<file path="src/sctir_pkg.sv">
`default_nettype none
// ----------------------------------------------------------------------------
// sctir_pkg
// Types and constants shared by the sound chip timer and interrupt registers.
// ----------------------------------------------------------------------------
package sctir_pkg;

    localparam int COUNT_W  = 26;
    localparam int RELOAD_W = 24;

    typedef logic signed [COUNT_W-1:0] count_t;
    typedef logic [RELOAD_W-1:0]       reload_t;
    typedef logic [7:0]                byte_t;

    localparam count_t COUNT_FLOOR = count_t'(-64'sd8388608);

    // commands
    localparam logic [2:0] CMD_WRITE      = 3'd0;
    localparam logic [2:0] CMD_READ       = 3'd1;
    localparam logic [2:0] CMD_TICK       = 3'd2;
    localparam logic [2:0] CMD_ARM_SERIN  = 3'd3;
    localparam logic [2:0] CMD_ARM_SEROUT = 3'd4;

    // register offsets
    localparam logic [3:0] ADDR_FREQ1    = 4'd0;
    localparam logic [3:0] ADDR_FREQ2    = 4'd2;
    localparam logic [3:0] ADDR_FREQ3    = 4'd4;
    localparam logic [3:0] ADDR_FREQ4    = 4'd6;
    localparam logic [3:0] ADDR_CTRL     = 4'd8;
    localparam logic [3:0] ADDR_RESTART  = 4'd9;
    localparam logic [3:0] ADDR_KEYCODE  = 4'd9;
    localparam logic [3:0] ADDR_SEROUT   = 4'd13;
    localparam logic [3:0] ADDR_IRQ      = 4'd14;
    localparam logic [3:0] ADDR_SERCTL   = 4'd15;
    localparam logic [3:0] ADDR_KEYFLAGS = 4'd15;

    // audio control bits
    localparam int CTRL_SLOW   = 0;
    localparam int CTRL_JOIN34 = 3;
    localparam int CTRL_JOIN12 = 4;
    localparam int CTRL_FAST3  = 5;
    localparam int CTRL_FAST1  = 6;

    // interrupt bits
    localparam int IRQ_XMTDONE = 3;
    localparam int IRQ_SEROUT  = 4;
    localparam int IRQ_SERIN   = 5;

    localparam byte_t      IRQ_CLEAR_MASK = 8'hf7;
    localparam logic [2:0] SERCTL_TX_MODE = 3'd2;
    localparam byte_t      SEROUT_FREQ3   = 8'h28;
    localparam byte_t      SEROUT_FREQ4   = 8'h00;
    localparam byte_t      READ_IDLE      = 8'hff;

    typedef struct packed {
        logic [2:0] cmd;
        logic [3:0] addr;
        byte_t      wdata;
        byte_t      key_code;
        logic       shift_held;
        logic       key_pressed;
    } in_item_t;

    typedef struct packed {
        byte_t rdata;
        logic  irq_line;
        logic  tx_valid;
        byte_t tx_byte;
    } out_item_t;

endpackage
`default_nettype wire

</file>
<file path="src/sctir_if.sv">
`default_nettype none
// ----------------------------------------------------------------------------
// sctir_if
// Valid/ready channels for commands in and results out.
// ----------------------------------------------------------------------------
interface sctir_in_if;
    logic                 valid;
    logic                 ready;
    sctir_pkg::in_item_t  payload;

    modport source (output valid, output payload, input ready);
    modport sink   (input valid, input payload, output ready);
endinterface

interface sctir_out_if;
    logic                 valid;
    logic                 ready;
    sctir_pkg::out_item_t payload;

    modport source (output valid, output payload, input ready);
    modport sink   (input valid, input payload, output ready);
endinterface
`default_nettype wire

</file>
<file path="src/sctir_reload.sv">
`default_nettype none
// ----------------------------------------------------------------------------
// sctir_reload
// Reload values of timers 1, 2 and 4 from frequency bytes and audio control.
// ----------------------------------------------------------------------------
module sctir_reload #(
    parameter int LINE_CYCLES = 114,
    parameter int BASE64_DIV  = 28,
    parameter int BASE15_DIV  = 114
) (
    input  wire logic [3:0][7:0]   freq,
    input  wire sctir_pkg::byte_t  ctrl,
    output sctir_pkg::reload_t     reload [3]
);

    localparam sctir_pkg::reload_t LINE_R = sctir_pkg::reload_t'(LINE_CYCLES);

    logic [7:0]  base;
    logic [8:0]  f1_inc;
    logic [16:0] f1_prod;
    sctir_pkg::reload_t r1;

    function automatic sctir_pkg::reload_t at_least_line(input sctir_pkg::reload_t r);
        return (r < LINE_R) ? LINE_R : r;
    endfunction

    function automatic sctir_pkg::reload_t pair_reload(input logic [7:0] lo,
                                                       input logic [7:0] hi,
                                                       input logic joined,
                                                       input logic fast,
                                                       input logic [7:0] b);
        logic [16:0] word;
        logic [8:0]  hi_inc;
        logic [24:0] prod;
        sctir_pkg::reload_t r;
        word   = {1'b0, hi, lo} + 17'd1;
        hi_inc = {1'b0, hi} + 9'd1;
        if (joined)
        begin
            if (fast)
            begin
                r = sctir_pkg::reload_t'({hi, lo}) + sctir_pkg::reload_t'(7);
            end
            else
            begin
                prod = word * b;
                r = prod[sctir_pkg::RELOAD_W-1:0];
            end
        end
        else
        begin
            prod = 25'(hi_inc * b);
            r = prod[sctir_pkg::RELOAD_W-1:0];
        end
        return r;
    endfunction

    always_comb
    begin
        base    = ctrl[sctir_pkg::CTRL_SLOW] ? 8'(BASE15_DIV) : 8'(BASE64_DIV);
        f1_inc  = {1'b0, freq[0]} + 9'd1;
        f1_prod = f1_inc * base;
        if (ctrl[sctir_pkg::CTRL_FAST1])
        begin
            r1 = sctir_pkg::reload_t'(freq[0]) + sctir_pkg::reload_t'(4);
        end
        else
        begin
            r1 = sctir_pkg::reload_t'(f1_prod);
        end
        reload[0] = at_least_line(r1);
        reload[1] = at_least_line(pair_reload(freq[0], freq[1],
                                              ctrl[sctir_pkg::CTRL_JOIN12],
                                              ctrl[sctir_pkg::CTRL_FAST1], base));
        reload[2] = at_least_line(pair_reload(freq[2], freq[3],
                                              ctrl[sctir_pkg::CTRL_JOIN34],
                                              ctrl[sctir_pkg::CTRL_FAST3], base));
    end

endmodule
`default_nettype wire

</file>
<file path="src/sctir_timer.sv">
`default_nettype none
// ----------------------------------------------------------------------------
// sctir_timer
// One line of countdown for a timer: underflow detect, reload and floor.
// ----------------------------------------------------------------------------
module sctir_timer #(
    parameter int LINE_CYCLES = 114
) (
    input  wire sctir_pkg::count_t  count,
    input  wire sctir_pkg::reload_t reload,
    output sctir_pkg::count_t       count_next,
    output logic                    underflow
);

    localparam sctir_pkg::count_t LINE_C = sctir_pkg::count_t'(LINE_CYCLES);

    sctir_pkg::count_t dec;
    sctir_pkg::count_t sum;

    always_comb
    begin
        dec       = count - LINE_C;
        underflow = dec[sctir_pkg::COUNT_W-1];
        sum       = underflow ? dec + $signed({1'b0, reload}) : dec;
        count_next = (sum < sctir_pkg::COUNT_FLOOR) ? sctir_pkg::COUNT_FLOOR : sum;
    end

endmodule
`default_nettype wire

</file>
<file path="src/sctir_regs.sv">
`default_nettype none
// ----------------------------------------------------------------------------
// sctir_regs
// Register file and command decode; state advances on each committed command.
// ----------------------------------------------------------------------------
module sctir_regs #(
    parameter int LINE_CYCLES   = 114,
    parameter int BASE64_DIV    = 28,
    parameter int BASE15_DIV    = 114,
    parameter int XMTDONE_LINES = 15
) (
    input  wire logic                 clk,
    input  wire logic                 rst_n,
    input  wire logic                 commit,
    input  wire sctir_pkg::in_item_t  item,
    output sctir_pkg::out_item_t      result
);

    logic [3:0][7:0]    freq_reg, freq_next;
    sctir_pkg::byte_t   ctrl_reg, ctrl_next;
    sctir_pkg::byte_t   status_reg, status_next;
    sctir_pkg::byte_t   enable_reg, enable_next;
    sctir_pkg::byte_t   serctl_reg, serctl_next;
    sctir_pkg::byte_t   serin_reg, serin_next;
    sctir_pkg::byte_t   serout_reg, serout_next;
    sctir_pkg::byte_t   xmt_reg, xmt_next;
    logic               level_reg, level_next;
    sctir_pkg::count_t  count_reg [3];
    sctir_pkg::count_t  count_next [3];
    sctir_pkg::reload_t reload_reg [3];
    sctir_pkg::reload_t reload_next [3];
    sctir_pkg::reload_t reload_calc [3];
    sctir_pkg::count_t  count_tick [3];
    logic [2:0]         underflow;
    logic [2:0]         reload_upd;

    logic is_write;
    logic wr_f1, wr_f2, wr_f3, wr_f4, wr_ctrl;

    assign is_write = (item.cmd == sctir_pkg::CMD_WRITE);
    assign wr_f1    = is_write && (item.addr == sctir_pkg::ADDR_FREQ1);
    assign wr_f2    = is_write && (item.addr == sctir_pkg::ADDR_FREQ2);
    assign wr_f3    = is_write && (item.addr == sctir_pkg::ADDR_FREQ3);
    assign wr_f4    = is_write && (item.addr == sctir_pkg::ADDR_FREQ4);
    assign wr_ctrl  = is_write && (item.addr == sctir_pkg::ADDR_CTRL);

    // bytes as they stand after this command
    always_comb
    begin
        freq_next = freq_reg;
        if (wr_f1)
        begin
            freq_next[0] = item.wdata;
        end
        if (wr_f2)
        begin
            freq_next[1] = item.wdata;
        end
        if (wr_f3)
        begin
            freq_next[2] = item.wdata;
        end
        if (wr_f4)
        begin
            freq_next[3] = item.wdata;
        end
        ctrl_next = wr_ctrl ? item.wdata : ctrl_reg;
    end

    sctir_reload #(
        .LINE_CYCLES (LINE_CYCLES),
        .BASE64_DIV  (BASE64_DIV),
        .BASE15_DIV  (BASE15_DIV)
    ) u_reload (
        .freq   (freq_next),
        .ctrl   (ctrl_next),
        .reload (reload_calc)
    );

    assign reload_upd[0] = wr_f1 || wr_ctrl;
    assign reload_upd[1] = (wr_f1 && ctrl_reg[sctir_pkg::CTRL_JOIN12]) || wr_f2 || wr_ctrl;
    assign reload_upd[2] = (wr_f3 && ctrl_reg[sctir_pkg::CTRL_JOIN34]) || wr_f4 || wr_ctrl;

    for (genvar i = 0; i < 3; i++)
    begin : g_timer
        sctir_timer #(
            .LINE_CYCLES (LINE_CYCLES)
        ) u_timer (
            .count      (count_reg[i]),
            .reload     (reload_reg[i]),
            .count_next (count_tick[i]),
            .underflow  (underflow[i])
        );

        assign reload_next[i] = reload_upd[i] ? reload_calc[i] : reload_reg[i];
    end

    always_comb
    begin
        status_next = status_reg;
        enable_next = enable_reg;
        serctl_next = serctl_reg;
        serin_next  = serin_reg;
        serout_next = serout_reg;
        xmt_next    = xmt_reg;
        level_next  = level_reg;
        for (int i = 0; i < 3; i++)
        begin
            count_next[i] = count_reg[i];
        end
        result.rdata    = sctir_pkg::READ_IDLE;
        result.tx_valid = 1'b0;
        result.tx_byte  = 8'h00;

        case (item.cmd)
            sctir_pkg::CMD_WRITE:
            begin
                case (item.addr)
                    sctir_pkg::ADDR_RESTART:
                    begin
                        for (int i = 0; i < 3; i++)
                        begin
                            count_next[i] = '0;
                        end
                    end
                    sctir_pkg::ADDR_SEROUT:
                    begin
                        if (serctl_reg[6:4] == sctir_pkg::SERCTL_TX_MODE &&
                            freq_reg[2] == sctir_pkg::SEROUT_FREQ3 &&
                            freq_reg[3] == sctir_pkg::SEROUT_FREQ4 &&
                            ctrl_reg[sctir_pkg::CTRL_FAST3] &&
                            ctrl_reg[sctir_pkg::CTRL_JOIN34])
                        begin
                            result.tx_valid = 1'b1;
                            result.tx_byte  = item.wdata;
                            status_next[sctir_pkg::IRQ_XMTDONE] = 1'b1;
                            xmt_next = 8'(XMTDONE_LINES);
                        end
                    end
                    sctir_pkg::ADDR_IRQ:
                    begin
                        enable_next = item.wdata;
                        status_next = status_reg | (~item.wdata & sctir_pkg::IRQ_CLEAR_MASK);
                        if ((~status_next & item.wdata) == 8'h00)
                        begin
                            level_next = 1'b0;
                        end
                    end
                    sctir_pkg::ADDR_SERCTL:
                    begin
                        serctl_next = item.wdata;
                    end
                    default:
                    begin
                    end
                endcase
            end
            sctir_pkg::CMD_READ:
            begin
                case (item.addr)
                    sctir_pkg::ADDR_KEYCODE:
                    begin
                        result.rdata = item.key_code;
                    end
                    sctir_pkg::ADDR_IRQ:
                    begin
                        result.rdata = status_reg;
                    end
                    sctir_pkg::ADDR_KEYFLAGS:
                    begin
                        result.rdata[3] = ~item.shift_held;
                        result.rdata[2] = ~item.key_pressed;
                    end
                    default:
                    begin
                    end
                endcase
            end
            sctir_pkg::CMD_TICK:
            begin
                if (serin_reg != 8'h00)
                begin
                    serin_next = serin_reg - 8'd1;
                    if (serin_next == 8'h00 && enable_reg[sctir_pkg::IRQ_SERIN])
                    begin
                        status_next[sctir_pkg::IRQ_SERIN] = 1'b0;
                        level_next = 1'b1;
                    end
                end
                if (serout_reg != 8'h00)
                begin
                    serout_next = serout_reg - 8'd1;
                    if (serout_next == 8'h00 && enable_reg[sctir_pkg::IRQ_SEROUT])
                    begin
                        status_next[sctir_pkg::IRQ_SEROUT] = 1'b0;
                        level_next = 1'b1;
                    end
                end
                if (xmt_reg != 8'h00)
                begin
                    xmt_next = xmt_reg - 8'd1;
                    if (xmt_next == 8'h00)
                    begin
                        status_next[sctir_pkg::IRQ_XMTDONE] = 1'b0;
                        if (enable_reg[sctir_pkg::IRQ_XMTDONE])
                        begin
                            level_next = 1'b1;
                        end
                    end
                end
                // timer slots map to status bits 0, 1 and 2
                for (int i = 0; i < 3; i++)
                begin
                    count_next[i] = count_tick[i];
                    if (underflow[i] && enable_reg[i])
                    begin
                        status_next[i] = 1'b0;
                        level_next = 1'b1;
                    end
                end
            end
            sctir_pkg::CMD_ARM_SERIN:
            begin
                serin_next = item.wdata;
            end
            sctir_pkg::CMD_ARM_SEROUT:
            begin
                serout_next = item.wdata;
            end
            default:
            begin
            end
        endcase

        result.irq_line = level_next;
    end

    always_ff @(posedge clk or negedge rst_n)
    begin
        if (!rst_n)
        begin
            freq_reg   <= '0;
            ctrl_reg   <= '0;
            status_reg <= 8'hff;
            enable_reg <= '0;
            serctl_reg <= '0;
            serin_reg  <= '0;
            serout_reg <= '0;
            xmt_reg    <= '0;
            level_reg  <= 1'b0;
            for (int i = 0; i < 3; i++)
            begin
                count_reg[i]  <= '0;
                reload_reg[i] <= '0;
            end
        end
        else if (commit)
        begin
            freq_reg   <= freq_next;
            ctrl_reg   <= ctrl_next;
            status_reg <= status_next;
            enable_reg <= enable_next;
            serctl_reg <= serctl_next;
            serin_reg  <= serin_next;
            serout_reg <= serout_next;
            xmt_reg    <= xmt_next;
            level_reg  <= level_next;
            for (int i = 0; i < 3; i++)
            begin
                count_reg[i]  <= count_next[i];
                reload_reg[i] <= reload_next[i];
            end
        end
    end

endmodule
`default_nettype wire

</file>
<file path="src/sound_chip_timer_irq_registers_core.sv">
`default_nettype none
// ----------------------------------------------------------------------------
// sound_chip_timer_irq_registers_core
// Timer and interrupt registers of a sound and I/O chip, one command per
// transaction.
//
// in_ch carries one command (write, read, scanline tick, arm serin or serout
// delay) per transaction; out_ch returns exactly one result per command:
// read byte, interrupt line level, and any serial byte sent.
// A command is captured in an input register, decoded and applied to the
// register file when it moves on to the output register, which holds its
// result and drives out_ch.valid. Throughput is one command per cycle,
// set by the single decode stage between the input and output registers,
// as long as out_ch does not stall.
// When out_ch stalls, the output register holds its result and the input
// register holds one more command; in_ch then drops ready until the output
// is taken. Reset clears all control and register state, with the interrupt
// status reading 0xff and the interrupt line low.
// ----------------------------------------------------------------------------
module sound_chip_timer_irq_registers_core #(
    parameter int LINE_CYCLES   = 114,
    parameter int BASE64_DIV    = 28,
    parameter int BASE15_DIV    = 114,
    parameter int XMTDONE_LINES = 15
) (
    input  wire logic   clk,
    input  wire logic   rst_n,
    sctir_in_if.sink    in_ch,
    sctir_out_if.source out_ch
);

    logic                 stg_valid_reg, stg_valid_next;
    sctir_pkg::in_item_t  stg_item_reg;
    logic                 out_valid_reg, out_valid_next;
    sctir_pkg::out_item_t out_item_reg;
    sctir_pkg::out_item_t result;
    logic                 advance;
    logic                 in_take;

    assign advance     = stg_valid_reg && (!out_valid_reg || out_ch.ready);
    assign in_ch.ready = !stg_valid_reg || advance;
    assign in_take     = in_ch.valid && in_ch.ready;

    sctir_regs #(
        .LINE_CYCLES   (LINE_CYCLES),
        .BASE64_DIV    (BASE64_DIV),
        .BASE15_DIV    (BASE15_DIV),
        .XMTDONE_LINES (XMTDONE_LINES)
    ) u_regs (
        .clk    (clk),
        .rst_n  (rst_n),
        .commit (advance),
        .item   (stg_item_reg),
        .result (result)
    );

    always_comb
    begin
        stg_valid_next = in_take || (stg_valid_reg && !advance);
        out_valid_next = advance || (out_valid_reg && !out_ch.ready);
    end

    always_ff @(posedge clk or negedge rst_n)
    begin
        if (!rst_n)
        begin
            stg_valid_reg <= 1'b0;
            out_valid_reg <= 1'b0;
        end
        else
        begin
            stg_valid_reg <= stg_valid_next;
            out_valid_reg <= out_valid_next;
        end
    end

    // payload registers
    always_ff @(posedge clk)
    begin
        if (in_take)
        begin
            stg_item_reg <= in_ch.payload;
        end
        if (advance)
        begin
            out_item_reg <= result;
        end
    end

    assign out_ch.valid   = out_valid_reg;
    assign out_ch.payload = out_item_reg;

endmodule
`default_nettype wire

</file>
<file path="src/flat_wrapper.sv">
// flat-port wrapper written by rule: the top's interface ports become plain ports
module sound_chip_timer_irq_registers_core_flat 
#(
    parameter int LINE_CYCLES   = 114,
    parameter int BASE64_DIV    = 28,
    parameter int BASE15_DIV    = 114,
    parameter int XMTDONE_LINES = 15
)
  (clk, rst_n, in_ch_valid, in_ch_payload, in_ch_ready, out_ch_valid, out_ch_payload, out_ch_ready);
  sctir_in_if in_ch_i ();
  sctir_out_if out_ch_i ();
  input  wire logic clk;
  input  wire logic rst_n;
  input wire logic [$bits(in_ch_i.valid)-1:0] in_ch_valid;
  input wire logic [$bits(in_ch_i.payload)-1:0] in_ch_payload;
  output wire logic [$bits(in_ch_i.ready)-1:0] in_ch_ready;
  output wire logic [$bits(out_ch_i.valid)-1:0] out_ch_valid;
  output wire logic [$bits(out_ch_i.payload)-1:0] out_ch_payload;
  input wire logic [$bits(out_ch_i.ready)-1:0] out_ch_ready;
  assign in_ch_i.valid = in_ch_valid;
  assign in_ch_i.payload = in_ch_payload;
  assign in_ch_ready = in_ch_i.ready;
  assign out_ch_valid = out_ch_i.valid;
  assign out_ch_payload = out_ch_i.payload;
  assign out_ch_i.ready = out_ch_ready;
  sound_chip_timer_irq_registers_core #(.LINE_CYCLES(LINE_CYCLES), .BASE64_DIV(BASE64_DIV), .BASE15_DIV(BASE15_DIV), .XMTDONE_LINES(XMTDONE_LINES)) u_core (.clk(clk), .rst_n(rst_n), .in_ch(in_ch_i), .out_ch(out_ch_i));
endmodule
</file>
<file path="config.mk">
export PLATFORM = sky130hd
export DESIGN_NAME = sound_chip_timer_irq_registers_core_flat
export DESIGN_NICKNAME = d
export VERILOG_FILES = /design/src/sctir_pkg.sv /design/src/sctir_if.sv /design/src/sctir_reload.sv /design/src/sctir_timer.sv /design/src/sctir_regs.sv /design/src/sound_chip_timer_irq_registers_core.sv /design/src/flat_wrapper.sv
export SDC_FILE = /design/constraint.sdc
export NUM_CORES = 1
export LEC_CHECK = 0
export BUFFER_PORTS_ARGS = -buffer_cell sky130_fd_sc_hd__buf_4
export CORE_UTILIZATION = 60
export CTS_CLUSTER_DIAMETER = 150
export DETAILED_ROUTE_END_ITERATION = 7
export PLACE_DENSITY = 0.77
export SLEW_MARGIN = 20
export SYNTH_ARGS = -nofsm -noshare
export SYNTH_HDL_FRONTEND = slang
export SYNTH_HIERARCHICAL = 1
export SYNTH_SLANG_ARGS = --single-unit
export TNS_END_PERCENT = 5
</file>
<file path="constraint.sdc">
create_clock -name clk -period 9.4 [get_ports clk]
set_clock_uncertainty 0.2 [all_clocks]
set_input_delay 0.94 -clock clk [delete_from_list [all_inputs] [get_ports clk]]
set_output_delay 0.94 -clock clk [all_outputs]
set_load 0.01 [all_outputs]
</file>
==> results of run 1 <==
[per-layer routing]
metal,track usage,vias to the layer above
li1,-,12087
met1,0.4005,12281
met2,0.5423,759
met3,0.03304,166
met4,0.1171,0
met5,0,-
[worst paths after layout]
kind / from / to / slack (ns)
max reg2reg: u_core/stg_item_reg[22]$_DFFE_PP_ / u_core/u_regs/reload_reg[48]$_DFFE_PN0P_ / 0.51
min in group clk: u_core/u_regs/count_reg[11]$_DFFE_PN0P_ / u_core/u_regs/count_reg[11]$_DFFE_PN0P_ / 0.30
min reg2reg: u_core/u_regs/count_reg[11]$_DFFE_PN0P_ / u_core/u_regs/count_reg[11]$_DFFE_PN0P_ / 0.30
max: u_core/stg_item_reg[22]$_DFFE_PP_ / u_core/u_regs/reload_reg[48]$_DFFE_PN0P_ / 0.51
min: rst_n / u_core/u_regs/xmt_reg[0]$_DFFE_PN0P_ / 0.18
max in group asynchronous: rst_n / u_core/u_regs/reload_reg[30]$_DFFE_PN0P_ / 7.21
[layout make-up]
cell class / count / area, um^2 / area share
clock buffers: 51 / 1015 / 0.03126
flip-flops and latches: 274 / 7082 / 0.2182
well taps: 672 / 840.8 / 0.02591
clock inverters: 11 / 148.9 / 0.004588
multi-input cells: 2790 / 21770 / 0.6709
repair buffers: 78 / 593.1 / 0.01827
diodes: 2 / 5.005 / 0.0001542
inverters: 265 / 997.2 / 0.03072
[timing repair]
item / in CTS / in global routing
endpoints found under the hold margin: 0 / 0
setup buffers: 0 / 1
endpoints found under the setup margin: 0 / 10
hold buffers: 0 / 0
resized for setup: 0 / 2
[worst max-delay path, cell delays in order, from the launching register on]
cell       delay (ns)
edfxtp_1         0.60
nor3_4           0.42
and2_1           0.28
nor2b_1          0.31
buf_4            0.22
mux2_2           0.33
and3_1           0.26
nand3_1          0.11
xnor2_1          0.67
and2_1           0.26
ha_1             0.26
xnor2_1          0.15
fa_1             0.49
inv_1            0.06
fa_1             0.53
inv_1            0.04
ha_1             0.28
ha_1             0.35
a21o_1           0.24
a211o_1          0.34
a2111oi_2        0.31
nor3_1           0.13
xnor2_1          0.15
nor2_1           0.07
or4_1            0.53
or4_1            0.63
and3_1           0.25
mux2_2           0.25
[metrics by stage]
step / area (um^2) / setup slack (ns)
finish: 32460 / 0.5142
global route: 32450 / 0.04543
CTS: 32420 / 0.2834
detailed placement: 31260 / 0.3704
global placement: 31260 / 0.6123
floorplan: 30520 / 1.499
==> key figures, run 1 <==
Critical path
  • CP Capture Type: flip-flop
  • CP required: between 9 and 10 ns
  • Worst setup SP type: flip-flop
  • Worst R2R Path Depth: 27
  • Worst Path Max Fanout: 12
  • Setup CP Type: reg2reg
  • Crit path DAT: around 9 ns

Finish
  • Filler cells: 4131
  • Nets: 3946
  • Layout cells sized above 1: 0.1026
  • Final cell count without fillers: roughly 4100
  • Layout Utilization: 0.6469
  • Commonest non-fill, non-tap cell in the layout: nand2_1
  • Most frequent cells in the layout: nand2_1 (428), ha_1 (326), nor2_1 (260)
  • P&R area growth vs syn: 6.438%
  • Max reg flops: 78

CTS
  • CTS Root Cell: clkbuf_16
  • CTS Buffer Depth: 3
  • Inserted Clock Buffers: 34
  • H-tree depth: 2
  • CTS Sinks: between 200 and 300
  • Clock Latency Late Sink: between 0.5 and 0.6 ns
  • Clock-pin slew on the worst setup and hold paths: 0.06 ns
  • TritonCTS clock tree: done

Detailed routing
  • Vias per cell: roughly 6.1
  • Initial DRC count: 1940
  • First-pass detailed-route iteration total: 8
  • Routed Antenna Nets: 0
  • DRC Markers: 0
  • Vias: roughly 25000
  • DRT met1 WL: ~34 mm
  • Metal3 WL: about 3.9 mm
  • Post-Route WL: roughly 79 mm
  • DR WL/cell: roughly 19 um
  • Met2 wire len: 38.19 mm
  • Top Metal Used: met4

Timing
  • Final worst-path cycle share: 0.9453
  • Fmax: 112.5 MHz
  • Final min period: between 8 and 9 ns
  • Worst-margin pin slew: 1.076 ns
  • RSZ-0062 raised after global routing: false
  • Hold Fails Final Rpt: 0
  • Max transition margin: 0.2753
  • Max Slew Vio Count: 0
  • Setup TNS Final: 0 ns
  • Final setup violation count: 0
  • Final Hold Slack: about 0.18 ns

Placement
  • Final Wtd Congestion: approximately 0.97
  • Dpl hpwl: 60.90 mm
  • # port buffers: 48
  • Post-Place Cells: 4078

Floorplanning
  • Die Span Y: approximately 230 um
  • Die width: between 200 and 250 um
  • Core box area: 50170 um^2
  • Area of the die: ~52000 um^2
  • Row cnt: roughly 80
  • Starting Density: 0.6078
  • I/O pin total: 49

Global routing
  • Total grt overflow: 0
  • Initial antenna violation count: 1
  • First-pass GRT wire length: roughly 130 mm
  • Vias in the first global route: 25331
  • Largest net degree at the start of global routing: about 110
  • GRT Overall Usage: 0.3124

Status
  • Status: complete, no violations

Synth
  • Post-Syn Instances: 3473
  • Average size of a mapped cell: ~8.8 um^2
  • Synth Cell Area: 30490 um^2
  • Ys Warns: 6

Min path
  • Hold WC Path Type: in2async

Flow run
  • Reported max-cap violation count: 0
Power of run 1 is not shown: default switching activity piles up to over one toggle a cycle in this logic, so the estimate is an artifact.
==> run 2, diff against run 1 <==
- MAX_ROUTING_LAYER: not set -> met4
==> run 2 against run 1 <==
Against the previous run: via count increased by 0.86%; routed wire length increased by 1.3%; count of clock-buffer cells in the layout decreased by 12; fmax increased by 0.58%; die area unchanged; first-iteration DRC count decreased by 6.3%; setup slack improved by 0.052 ns; sequential share of layout area about the same; cell area increased by 0.18%; utilization increased by 0.12 points; highest routed layer unchanged; register-to-register slack improved by 0.05 ns; non-clock buffer count increased by 1.
==> key figures, run 2 (synthesized netlist as in run 1, its figures left out) <==
Flow run
  • Reported max-cap violation count: 0

Critical path
  • Critical R2R Launch: u_core/stg_item_reg[23]$_DFFE_PP_
  • CP required: ~9.6 ns
  • Worst R2R Path Depth: 30
  • Crit path DAT: 9.06 ns
  • Worst Path Max Fanout: 13
  • CP Capture Type: flip-flop
  • CP max-delay cell: edfxtp_1
  • Worst setup SP type: flip-flop
  • Cell repeated most along the worst path: ha_1
  • Reg-to-reg setup timing slack: 0.57 ns
  • Crit-path max cell delay: between 0.5 and 0.6 ns
  • Setup CP Type: reg2reg
  • Worst R2R End: u_core/u_regs/reload_reg[24]$_DFFE_PN0P_

Timing
  • Final min period: 8.834 ns
  • Final worst-path cycle share: 0.9398
  • Setup TNS Final: 0 ns
  • Worst-margin pin slew: around 1.1 ns
  • Worst setup margin: about 0.57 ns
  • Fmax: 113.2 MHz
  • Final setup violation count: 0
  • RSZ-0062 raised after global routing: false
  • Max Slew Vio Count: 0
  • Hold Fails Final Rpt: 0
  • Max transition margin: 0.2787

Global routing
  • Vias in the first global route: 25642
  • Initial antenna violation count: 1
  • Total grt overflow: 0
  • First-pass GRT wire length: between 100 and 150 mm
  • GRT Overall Usage: 0.3271
  • Largest net degree at the start of global routing: a little under 90

Detailed routing
  • DRC Markers: 0
  • Post-Route WL: between 70 and 80 mm
  • Vias: about 26000
  • DR WL/cell: 19.29 um
  • First-pass detailed-route iteration total: 6
  • Initial DRC count: roughly 1800
  • Routed Antenna Nets: 0
  • Vias per cell: 6.159

Min path
  • Hold WC Path Type: in2async

CTS
  • CTS Buffer Depth: 3
  • Inserted Clock Buffers: 34
  • Clock-pin slew on the worst setup and hold paths: 0.06 ns
  • H-tree depth: 2
  • TritonCTS clock tree: done
  • Clock Latency Late Sink: just under 0.6 ns
  • CTS Sinks: ~270
  • CTS Root Cell: clkbuf_16

Placement
  • Pre-CTS setup slack: roughly 0.48 ns
  • Dpl hpwl: ~61 mm
  • Final Wtd Congestion: roughly 0.99
  • # port buffers: 48

Floorplanning
  • Die Span Y: around 230 um
  • Area of the die: 51730 um^2
  • Starting Density: 0.6078
  • Core box area: roughly 50000 um^2
  • I/O pin total: 49
  • Row cnt: 82
  • Die width: around 230 um

Status
  • Status: complete, no violations

Finish
  • Filler cells: between 4000 and 5000
  • Max reg flops: a little under 80
  • Layout cells sized above 1: 0.1032
  • P&R area growth vs syn: 6.631%
  • Layout Utilization: 0.6481
  • Nets: ~3900
  • Commonest non-fill, non-tap cell in the layout: nand2_1
  • Most frequent cells in the layout: nand2_1 (428), ha_1 (326), nor2_1 (260)
run 2: through the flow:
step | hold WS [ns] | instance area [um^2] | std cells
5_1_grt | 0.1881 | 32510 | 4142
3_3_place_gp | 0.2668 | 31260 | 4079
3_5_place_dp | 0.2808 | 31260 | 4079
6_report | 0.1296 | 32510 | 4142
4_1_cts | 0.1674 | 32480 | 4140
2_1_floorplan | 0.2460 | 30520 | 3480
run 2: what timing repair did:
item / 4_1_cts / 5_1_grt
gates resized for setup: 0 / 1
buffers inserted: 0 / 0
hold buffers: 0 / 0
endpoints found under the setup margin: 0 / 3
run 2: critical path, delay by kind of cell, from the launching register on:
kind	cells	cell delay, ns
AND/OR/NAND/NOR	12	3.10
flip-flops	1	0.57
multiplexers	2	0.62
adder cells (fa/ha/maj)	6	2.32
XOR/XNOR	3	0.41
buffers and inverters	4	0.57
AO/OA/AOI/OAI	3	0.88
run 2: how the worst max path moves through the flow:
stage                                 startpoint                                  endpoint  slack [ns]  cells past startpoint
2_1_floorplan  u_core/stg_item_reg[23]$_DFFE_PP_  u_core/u_regs/reload_reg[24]$_DFFE_PN0P_        1.50                     30
3_3_place_gp   u_core/stg_item_reg[22]$_DFFE_PP_  u_core/u_regs/reload_reg[24]$_DFFE_PN0P_        0.64                     30
3_5_place_dp   u_core/stg_item_reg[23]$_DFFE_PP_  u_core/u_regs/reload_reg[27]$_DFFE_PN0P_        0.48                     30
4_1_cts        u_core/stg_item_reg[23]$_DFFE_PP_  u_core/u_regs/reload_reg[24]$_DFFE_PN0P_        0.42                     30
5_1_grt        u_core/stg_item_reg[23]$_DFFE_PP_  u_core/u_regs/reload_reg[24]$_DFFE_PN0P_        0.15                     30
6_report       u_core/stg_item_reg[23]$_DFFE_PP_  u_core/u_regs/reload_reg[24]$_DFFE_PN0P_        0.57                     30
run 2: final cells by class:
cell class	instances	area, um^2	share of cell area
clock buffers	39	899.6	0.02767
flip-flops and latches	274	7082	0.2178
multi-input cells	2790	21760	0.6691
diodes	1	2.502	0.00007696
well taps	672	840.8	0.02586
inverters	265	997.2	0.03067
clock inverters	22	315.3	0.009697
repair buffers	79	620.6	0.01909
run 2: per-layer routing:
metal	routed length (um)	GRT usage	part of all wire	up-vias
met5	0	-	0	-
met4	2562	0.1087	0.032	0
li1	-	-	-	12091
met3	4103	0.03588	0.051	186
met2	39240	0.5550	0.49	787
met1	34010	0.4060	0.43	12447
Power of run 2 is left out for the same reason.
